--- src/rtl/irsd_pkg.sv ---
// ----------------------------------------------------------------------------
// irsd_pkg
// Shared types and constants of the index record stream decoder.
// ----------------------------------------------------------------------------
package irsd_pkg;

    localparam int IRSD_QUEUE_DEPTH = 4;

    localparam logic [1:0] KIND_HEADER = 2'd0;
    localparam logic [1:0] KIND_DOC    = 2'd1;
    localparam logic [1:0] KIND_END    = 2'd2;
    localparam logic [1:0] KIND_ERROR  = 2'd3;

    localparam logic [1:0] ERR_LENGTH    = 2'd0;
    localparam logic [1:0] ERR_OVERRUN   = 2'd1;
    localparam logic [1:0] ERR_ALIGN     = 2'd2;
    localparam logic [1:0] ERR_TRUNCATED = 2'd3;

    localparam logic [1:0] PHASE_LAST = 2'd3;

    typedef enum logic [5:0] {
        SLOT_OUTER = 6'b000001,
        SLOT_TERM  = 6'b000010,
        SLOT_CAT   = 6'b000100,
        SLOT_FREQ  = 6'b001000,
        SLOT_LIST  = 6'b010000,
        SLOT_DOC   = 6'b100000
    } t_slot;

    typedef struct packed {
        logic        has_data;
        logic        data_is_doc;
        logic [31:0] term;
        logic [31:0] category;
        logic [31:0] frequency;
        logic [31:0] word;
        logic        has_close;
        logic [1:0]  close_kind;
        logic [1:0]  close_err;
    } t_cmd;

endpackage

--- src/rtl/irsd_front.sv ---
// ----------------------------------------------------------------------------
// irsd_front
// Byte parser: accepts one byte per cycle unless i_full, tracks fields and
// lengths, and builds one queue command for each byte that causes results.
// ----------------------------------------------------------------------------
module irsd_front
    import irsd_pkg::*;
(
    input  logic       i_clk,
    input  logic       i_rst_n,
    input  logic       i_valid,
    input  logic [7:0] i_data_byte,
    input  logic       i_last_byte,
    input  logic       i_full,
    output logic       o_push,
    output t_cmd       o_cmd
);

    t_slot       r_slot, n_slot;
    logic [1:0]  r_phase, n_phase;
    logic [23:0] r_word_bytes, n_word_bytes;
    logic [31:0] r_rec_rem, n_rec_rem;
    logic [31:0] r_list_rem, n_list_rem;
    logic [31:0] r_term, n_term;
    logic [31:0] r_cat, n_cat;
    logic [31:0] r_freq, n_freq;
    logic        r_fault, n_fault;
    logic [1:0]  r_fault_code, n_fault_code;

    logic        w_accept;
    logic        w_decode;
    logic [31:0] w_word;
    t_cmd        w_cmd;

    assign w_accept = i_valid && !i_full;
    assign w_word   = {i_data_byte, r_word_bytes};

    always_comb begin
        n_slot       = r_slot;
        n_phase      = r_phase;
        n_word_bytes = r_word_bytes;
        n_rec_rem    = r_rec_rem;
        n_list_rem   = r_list_rem;
        n_term       = r_term;
        n_cat        = r_cat;
        n_freq       = r_freq;
        n_fault      = r_fault;
        n_fault_code = r_fault_code;
        w_cmd        = '0;
        w_decode     = 1'b1;

        if (r_slot != SLOT_OUTER) begin
            if (r_rec_rem == 32'd0) begin
                n_fault      = 1'b1;
                n_fault_code = ERR_LENGTH;
                w_decode     = 1'b0;
            end else begin
                n_rec_rem = r_rec_rem - 32'd1;
            end
        end
        if (n_fault) begin
            w_decode = 1'b0;
        end

        if (w_decode) begin
            if (r_phase != PHASE_LAST) begin
                case (r_phase)
                    2'd0:    n_word_bytes[7:0]   = i_data_byte;
                    2'd1:    n_word_bytes[15:8]  = i_data_byte;
                    default: n_word_bytes[23:16] = i_data_byte;
                endcase
                n_phase = r_phase + 2'd1;
            end else begin
                n_phase      = 2'd0;
                n_word_bytes = '0;
                unique case (r_slot)
                    SLOT_OUTER: begin
                        n_rec_rem = w_word;
                        n_slot    = SLOT_TERM;
                    end
                    SLOT_TERM: begin
                        n_term = w_word;
                        n_slot = SLOT_CAT;
                    end
                    SLOT_CAT: begin
                        n_cat  = w_word;
                        n_slot = SLOT_FREQ;
                    end
                    SLOT_FREQ: begin
                        n_freq = w_word;
                        n_slot = SLOT_LIST;
                    end
                    SLOT_LIST: begin
                        if (w_word > n_rec_rem) begin
                            n_fault      = 1'b1;
                            n_fault_code = ERR_OVERRUN;
                        end else if (w_word[1:0] != 2'd0) begin
                            n_fault      = 1'b1;
                            n_fault_code = ERR_ALIGN;
                        end else begin
                            n_list_rem        = w_word;
                            w_cmd.has_data    = 1'b1;
                            w_cmd.data_is_doc = 1'b0;
                            w_cmd.term        = r_term;
                            w_cmd.category    = r_cat;
                            w_cmd.frequency   = r_freq;
                            w_cmd.word        = w_word;
                            n_slot = (w_word != 32'd0) ? SLOT_DOC : SLOT_TERM;
                        end
                    end
                    SLOT_DOC: begin
                        w_cmd.has_data    = 1'b1;
                        w_cmd.data_is_doc = 1'b1;
                        w_cmd.term        = r_term;
                        w_cmd.category    = r_cat;
                        w_cmd.frequency   = r_freq;
                        w_cmd.word        = w_word;
                        n_list_rem = (r_list_rem >= 32'd4) ? r_list_rem - 32'd4 : 32'd0;
                        if (n_list_rem == 32'd0) begin
                            n_slot = SLOT_TERM;
                        end
                    end
                    default: begin
                        n_slot = SLOT_OUTER;
                    end
                endcase
            end
        end

        if (i_last_byte) begin
            w_cmd.has_close  = 1'b1;
            w_cmd.close_kind = KIND_ERROR;
            w_cmd.close_err  = ERR_LENGTH;
            if (n_slot == SLOT_OUTER) begin
                w_cmd.close_err = ERR_TRUNCATED;
            end else if (n_rec_rem != 32'd0) begin
                w_cmd.close_err = ERR_LENGTH;
            end else if (n_fault) begin
                w_cmd.close_err = n_fault_code;
            end else if (n_slot == SLOT_TERM && n_phase == 2'd0) begin
                w_cmd.close_kind = KIND_END;
            end else begin
                w_cmd.close_err = ERR_TRUNCATED;
            end
            n_slot       = SLOT_OUTER;
            n_phase      = 2'd0;
            n_word_bytes = '0;
            n_rec_rem    = '0;
            n_list_rem   = '0;
            n_term       = '0;
            n_cat        = '0;
            n_freq       = '0;
            n_fault      = 1'b0;
            n_fault_code = ERR_LENGTH;
        end
    end

    always_ff @(posedge i_clk) begin
        if (!i_rst_n) begin
            r_slot       <= SLOT_OUTER;
            r_phase      <= 2'd0;
            r_word_bytes <= '0;
            r_rec_rem    <= '0;
            r_list_rem   <= '0;
            r_term       <= '0;
            r_cat        <= '0;
            r_freq       <= '0;
            r_fault      <= 1'b0;
            r_fault_code <= ERR_LENGTH;
        end else if (w_accept) begin
            r_slot       <= n_slot;
            r_phase      <= n_phase;
            r_word_bytes <= n_word_bytes;
            r_rec_rem    <= n_rec_rem;
            r_list_rem   <= n_list_rem;
            r_term       <= n_term;
            r_cat        <= n_cat;
            r_freq       <= n_freq;
            r_fault      <= n_fault;
            r_fault_code <= n_fault_code;
        end
    end

    assign o_push = w_accept && (w_cmd.has_data || w_cmd.has_close);
    assign o_cmd  = w_cmd;

endmodule

--- src/rtl/irsd_queue.sv ---
// ----------------------------------------------------------------------------
// irsd_queue
// Short command queue between the parser and the result stage.
// ----------------------------------------------------------------------------
module irsd_queue
    import irsd_pkg::*;
#(
    parameter int QUEUE_DEPTH = IRSD_QUEUE_DEPTH
)(
    input  logic i_clk,
    input  logic i_rst_n,
    input  logic i_push,
    input  t_cmd i_cmd,
    input  logic i_pop,
    output logic o_full,
    output logic o_empty,
    output t_cmd o_head
);

    localparam int PtrW = (QUEUE_DEPTH > 1) ? $clog2(QUEUE_DEPTH) : 1;
    localparam int CntW = $clog2(QUEUE_DEPTH + 1);
    localparam logic [PtrW-1:0] PtrMax = PtrW'(QUEUE_DEPTH - 1);
    localparam logic [CntW-1:0] CntFull = CntW'(QUEUE_DEPTH);

    t_cmd            r_mem [QUEUE_DEPTH];
    logic [PtrW-1:0] r_wr, n_wr;
    logic [PtrW-1:0] r_rd, n_rd;
    logic [CntW-1:0] r_cnt, n_cnt;

    always_comb begin
        n_wr  = r_wr;
        n_rd  = r_rd;
        n_cnt = r_cnt;
        if (i_push) begin
            n_wr = (r_wr == PtrMax) ? '0 : r_wr + PtrW'(1);
        end
        if (i_pop) begin
            n_rd = (r_rd == PtrMax) ? '0 : r_rd + PtrW'(1);
        end
        if (i_push && !i_pop) begin
            n_cnt = r_cnt + CntW'(1);
        end else if (!i_push && i_pop) begin
            n_cnt = r_cnt - CntW'(1);
        end
    end

    always_ff @(posedge i_clk) begin
        if (!i_rst_n) begin
            r_wr  <= '0;
            r_rd  <= '0;
            r_cnt <= '0;
        end else begin
            r_wr  <= n_wr;
            r_rd  <= n_rd;
            r_cnt <= n_cnt;
        end
    end

    always_ff @(posedge i_clk) begin
        if (i_push) begin
            r_mem[r_wr] <= i_cmd;
        end
    end

    assign o_full  = (r_cnt == CntFull);
    assign o_empty = (r_cnt == '0);
    assign o_head  = r_mem[r_rd];

endmodule

--- src/rtl/irsd_back.sv ---
// ----------------------------------------------------------------------------
// irsd_back
// Result stage: expands each queue command into its data result, its closing
// result or both, and holds each in the output register in turn.
// ----------------------------------------------------------------------------
module irsd_back
    import irsd_pkg::*;
(
    input  logic        i_clk,
    input  logic        i_rst_n,
    input  logic        i_q_empty,
    input  t_cmd        i_q_head,
    output logic        o_pop,
    output logic        o_valid,
    input  logic        i_stall,
    output logic [1:0]  o_kind,
    output logic [31:0] o_term_id,
    output logic [31:0] o_category,
    output logic [31:0] o_frequency,
    output logic [29:0] o_doc_count,
    output logic [31:0] o_doc_id,
    output logic [1:0]  o_error_code,
    output logic        o_last
);

    logic        r_valid;
    logic        r_pend_close;
    logic [1:0]  r_close_kind;
    logic [1:0]  r_close_err;
    logic [1:0]  r_kind;
    logic [31:0] r_term;
    logic [31:0] r_cat;
    logic [31:0] r_freq;
    logic [29:0] r_count;
    logic [31:0] r_doc;
    logic [1:0]  r_err;
    logic        r_last;

    logic w_free;

    assign w_free = !r_valid || !i_stall;
    assign o_pop  = w_free && !r_pend_close && !i_q_empty;

    always_ff @(posedge i_clk) begin
        if (!i_rst_n) begin
            r_valid      <= 1'b0;
            r_pend_close <= 1'b0;
        end else if (w_free) begin
            if (r_pend_close) begin
                r_valid      <= 1'b1;
                r_pend_close <= 1'b0;
            end else if (!i_q_empty) begin
                r_valid      <= 1'b1;
                r_pend_close <= i_q_head.has_data && i_q_head.has_close;
            end else begin
                r_valid <= 1'b0;
            end
        end
    end

    always_ff @(posedge i_clk) begin
        if (w_free) begin
            if (r_pend_close) begin
                r_kind  <= r_close_kind;
                r_term  <= '0;
                r_cat   <= '0;
                r_freq  <= '0;
                r_count <= '0;
                r_doc   <= '0;
                r_err   <= (r_close_kind == KIND_ERROR) ? r_close_err : ERR_LENGTH;
                r_last  <= 1'b1;
            end else if (!i_q_empty) begin
                r_close_kind <= i_q_head.close_kind;
                r_close_err  <= i_q_head.close_err;
                if (i_q_head.has_data) begin
                    r_kind  <= i_q_head.data_is_doc ? KIND_DOC : KIND_HEADER;
                    r_term  <= i_q_head.term;
                    r_cat   <= i_q_head.category;
                    r_freq  <= i_q_head.frequency;
                    r_count <= i_q_head.data_is_doc ? 30'd0 : i_q_head.word[31:2];
                    r_doc   <= i_q_head.data_is_doc ? i_q_head.word : 32'd0;
                    r_err   <= ERR_LENGTH;
                    r_last  <= 1'b0;
                end else begin
                    r_kind  <= i_q_head.close_kind;
                    r_term  <= '0;
                    r_cat   <= '0;
                    r_freq  <= '0;
                    r_count <= '0;
                    r_doc   <= '0;
                    r_err   <= (i_q_head.close_kind == KIND_ERROR) ?
                               i_q_head.close_err : ERR_LENGTH;
                    r_last  <= 1'b1;
                end
            end
        end
    end

    assign o_valid      = r_valid;
    assign o_kind       = r_kind;
    assign o_term_id    = r_term;
    assign o_category   = r_cat;
    assign o_frequency  = r_freq;
    assign o_doc_count  = r_count;
    assign o_doc_id     = r_doc;
    assign o_error_code = r_err;
    assign o_last       = r_last;

endmodule

--- src/rtl/index_record_stream_decoder_top.sv ---
// Each result passes through the command queue and then the output register.
// Throughput: one byte per cycle while o_stall is low; a last byte that yields
// a data result is followed by its closing result from the output stage.
// The parser accepts bytes while the command queue has room.
// Reset is synchronous and active low; it clears the parser, queue and output.
// ----------------------------------------------------------------------------
// index_record_stream_decoder_top
// Decodes a length-prefixed inverted-index term record, one byte per item.
// ----------------------------------------------------------------------------
module index_record_stream_decoder_top
    import irsd_pkg::*;
#(
    parameter int QUEUE_DEPTH = IRSD_QUEUE_DEPTH
)(
    input  logic        i_clk,
    input  logic        i_rst_n,
    input  logic        i_valid,
    output logic        o_stall,
    input  logic [7:0]  i_data_byte,
    input  logic        i_last_byte,
    output logic        o_valid,
    input  logic        i_stall,
    output logic [1:0]  o_kind,
    output logic [31:0] o_term_id,
    output logic [31:0] o_category,
    output logic [31:0] o_frequency,
    output logic [29:0] o_doc_count,
    output logic [31:0] o_doc_id,
    output logic [1:0]  o_error_code,
    output logic        o_last
);

    logic w_push;
    logic w_pop;
    logic w_full;
    logic w_empty;
    t_cmd w_cmd;
    t_cmd w_head;

    irsd_front u_front (
        .i_clk       (i_clk),
        .i_rst_n     (i_rst_n),
        .i_valid     (i_valid),
        .i_data_byte (i_data_byte),
        .i_last_byte (i_last_byte),
        .i_full      (w_full),
        .o_push      (w_push),
        .o_cmd       (w_cmd)
    );

    irsd_queue #(
        .QUEUE_DEPTH (QUEUE_DEPTH)
    ) u_queue (
        .i_clk   (i_clk),
        .i_rst_n (i_rst_n),
        .i_push  (w_push),
        .i_cmd   (w_cmd),
        .i_pop   (w_pop),
        .o_full  (w_full),
        .o_empty (w_empty),
        .o_head  (w_head)
    );

    irsd_back u_back (
        .i_clk        (i_clk),
        .i_rst_n      (i_rst_n),
        .i_q_empty    (w_empty),
        .i_q_head     (w_head),
        .o_pop        (w_pop),
        .o_valid      (o_valid),
        .i_stall      (i_stall),
        .o_kind       (o_kind),
        .o_term_id    (o_term_id),
        .o_category   (o_category),
        .o_frequency  (o_frequency),
        .o_doc_count  (o_doc_count),
        .o_doc_id     (o_doc_id),
        .o_error_code (o_error_code),
        .o_last       (o_last)
    );

    assign o_stall = w_full;

    a_no_push_full: assert property (@(posedge i_clk) disable iff (!i_rst_n)
        w_push |-> !w_full)
        else $error("Command pushed into a full queue.");

    a_no_pop_empty: assert property (@(posedge i_clk) disable iff (!i_rst_n)
        w_pop |-> !w_empty)
        else $error("Command popped from an empty queue.");

    a_last_kind: assert property (@(posedge i_clk) disable iff (!i_rst_n)
        o_valid |-> (o_last == (o_kind == KIND_END || o_kind == KIND_ERROR)))
        else $error("Closing flag does not match the result kind.");

    a_last_byte_push: assert property (@(posedge i_clk) disable iff (!i_rst_n)
        (i_valid && !o_stall && i_last_byte) |-> w_push)
        else $error("Last byte accepted without a closing command.");

endmodule

--- config.mk ---
export PLATFORM = sky130hd
export DESIGN_NAME = index_record_stream_decoder_top
export DESIGN_NICKNAME = d
export VERILOG_FILES = /design/src/rtl/irsd_pkg.sv /design/src/rtl/irsd_front.sv /design/src/rtl/irsd_queue.sv /design/src/rtl/irsd_back.sv /design/src/rtl/index_record_stream_decoder_top.sv
export SDC_FILE = /design/constraint.sdc
export NUM_CORES = 1
export LEC_CHECK = 0
export BUFFER_PORTS_ARGS = -buffer_cell sky130_fd_sc_hd__buf_4
export CAP_MARGIN = 20
export CORE_MARGIN = 10
export CORE_UTILIZATION = 30
export DETAILED_ROUTE_END_ITERATION = 10
export HOLD_SLACK_MARGIN = 0.03
export PLACE_DENSITY = 0.55
export SYNTH_ARGS = -nofsm -noshare
export SYNTH_HDL_FRONTEND = slang
export SYNTH_SLANG_ARGS = --single-unit
--- constraint.sdc ---
create_clock -name i_clk -period 15.28 [get_ports i_clk]
set_input_delay 3.056 -clock i_clk [delete_from_list [all_inputs] [get_ports i_clk]]
set_output_delay 3.056 -clock i_clk [all_outputs]
set_load 0.05 [all_outputs]
==> results.cfg <==
[drt]
viasPerCell = 4.98
initialDrtViolationCount = 2223
dr.pass1.iters = 5
routed_wl_um = 106000
route.detailed.drc = 0
ant_nets = 0
vias = 23300
wire_per_inst_um = 22.8

[power_and_ir_drop]
power_mw = 7.81
cellLeakagePower_nw = 14.9
ir_worst_vdd_mv = 0.125
powerDensity_nw_per_um2 = 174

[clock_tree]
cts_root_buf = clkbuf_16
numCtsBuffers = 95
clkSinkCount = 909
clock_latency_ns = 0.70
htreeDepth = 3
cts.repair.resized = 0
post_cts_buffers = 0
clkTransAtPathRegs_ns = 0.06
cts_tree = done
clockBufferDepth = 3
cts_hold_buf = 0

[grt]
grt_max_degree = 106
grt_overflow = 0
grtUsageTotal_pct = 14.5
grt_pass1_vias = 23000
grt_first_pass_wirelength_um = 156000
antenna_found_initial = 5

[worst_setup_path]
worst_setup_path_end_kind = register
crit_path_start_kind = register
cp.required_ns = 15.59
cp.arrival_ns = 8.81
critPathLaunch = u_front.r_slot[4]
crit_type = reg2reg
crit_fanout = 51
timing.rr.start = u_front.r_slot[4]

[cells_and_area]
area_growth_pct = 16.7
num-nets-final = 2984
layout-drive-gt1-share_pct = 19.0
largest_reg_flops = 536
regArea_sq_um = 25200
top_register = u_queue.r_mem
n_fill_cell = 12300
multi_input_area_sq_um = 12500

[logic_synthesis]
synth.most_common_cell = edfxtp_1
syn_avg_cell_area_sq_um = 13.9
synth_edf_count = 703
synthCells = 2768
yosys_warnings = 0
synth-main-ff-cell = edfxtp_1
ys_ff_latch = 909
syn_area_sq_um = 38500
synth_cell_type_count = 84
yosys-top-cells-area = edfxtp_1, dfxtp_1, mux4_2
synth_fp_nets = 2826
synthTopCellsByCount = edfxtp_1, nand2_1, dfxtp_1, and2_1, nor2b_1
yosysTopAreaCellShare_pct = 54.9
seq_area_frac_synth_pct = 65.6
synth_top_area_cell = edfxtp_1
async_flop_share_pct = 0

[run_status]
status = finished clean

[timing]
rsz0062_at_grt = no
slew_headroom_pct = 25.7
finalClockSkew_ns = 0.0345
tightest_slew_ns = 1.11
timing.final.crit_share_pct = 55.7
post-route-min-period_ns = 8.51
final_max_slew_viol_count = 0
finalSetupViolations = 0
max_freq_mhz = 118
final-hold-violation-count = 0
finalSetupTns_ns = 0

[job]
cap_viol_max_count = 0

[die]
die-area_sq_um = 143000
rows = 131
start_util_pct = 30.2
die_x_um = 378
fp.dieH_um = 378
ios = 178
core_sq_um = 128000

[placed_design]
dp_hpwl_um = 68900
portBuffers = 177
routabilityCongestion = 0.921

[min_path]
hp-start = u_front.r_freq[0]
worstHoldPathType = reg2reg
-- where the power goes --
group	switching (mW)	total (mW)	internal (mW)
logic	1.54	2.21	0.676
clock network	0.989	2.39	1.40
registers	0.133	3.21	3.07
total	2.66	7.81	5.15
-- area by class of cell --
class / count / area share [%]
repair buffers: 236 / 3.95
inverters: 23 / 0.192
diodes: 1 / 0.00557
clock buffers: 120 / 5.70
flip-flops and latches: 909 / 56.2
multi-input cells: 1661 / 27.8
clock inverters: 55 / 1.50
well taps: 1662 / 4.63
-- cells by family after synthesis --
logic type,Yosys count,share of synthesized area [%]
AOI/OAI and AO/OA,395,7.29
xor gates and xnor gates,48,1.09
adders and majority gates,45,1.48
buffers and inverters,198,2.13
DFF,909,65.6
muxes,143,8.08
and+or+nand+nor,1030,14.4
-- per-layer routing --
layer | wire, um | vias to the layer above | global-route usage [%]
met4 | 2290 | 0 | 3.79
met5 | 0 | - | 0
met3 | 6560 | 153 | 2.87
met1 | 47000 | 11800 | 19.6
li1 | - | 10700 | -
met2 | 50400 | 654 | 23.8
-- metrics by stage --
stage	worst slack, ns	area, sq um	utilization [%]	hold slack, ns	instances
after floorplan	3.63	38500	-	0.430	2768
after global placement	6.32	41700	32.7	0.440	4489
after detailed placement	6.23	41700	32.7	0.447	4490
after CTS	6.73	44900	35.2	0.455	4665
after global routing	6.12	44900	35.2	0.480	4666
final	6.77	44900	35.2	0.451	4667
-- layout by cell type (no fill, tap or decap), types with 29 or more instances in the layout --
| cell type | synthesis | routed |
|---|---|---|
| edfxtp_1 | 703 | 703 |
| nand2_1 | 312 | 312 |
| buf_4 | 1 | 234 |
| dfxtp_1 | 206 | 204 |
| and2_1 | 205 | 201 |
| nor2b_1 | 187 | 187 |
| a21boi_0 | 143 | 143 |
| mux4_2 | 134 | 134 |
| clkbuf_16 | 0 | 96 |
| nor2_1 | 81 | 79 |
| nand3_1 | 52 | 52 |
| a21oi_1 | 50 | 48 |
| o21ai_0 | 47 | 47 |
| ha_1 | 44 | 44 |
| nor3_1 | 41 | 41 |
| a22oi_1 | 30 | 30 |
| nor4_1 | 29 | 29 |
-- worst max-delay path: stages, from the launching register on --
cell      delay (ns)
dfxtp_1         0.42
or4_1           0.71
nor2_1          0.72
a31oi_1         0.31
nand2_1         0.29
o21ai_0         0.13
nor2b_1         0.16
ha_1            0.30
nand2_1         0.07
nor4_1          0.47
a21boi_0        0.20
o31a_1          0.20
nor4_1          0.53
o21ba_4         0.48
o21ai_4         0.06
buf_4           0.26
inv_2           0.55
and2_4          0.71
buf_4           0.69
buf_4           0.76
-- path summary, 6_finish.rpt --
path                                             end  cells after the start  slack, ns
worst max-delay path            u_queue.r_mem[0][94]                     19       6.77
worst min-delay path               u_front.r_freq[0]                      2       0.45
worst max register to register  u_queue.r_mem[0][94]                     19       6.77
worst min register to register     u_front.r_freq[0]                      2       0.45
No activity file was read; power rests on OpenSTA's default activity.
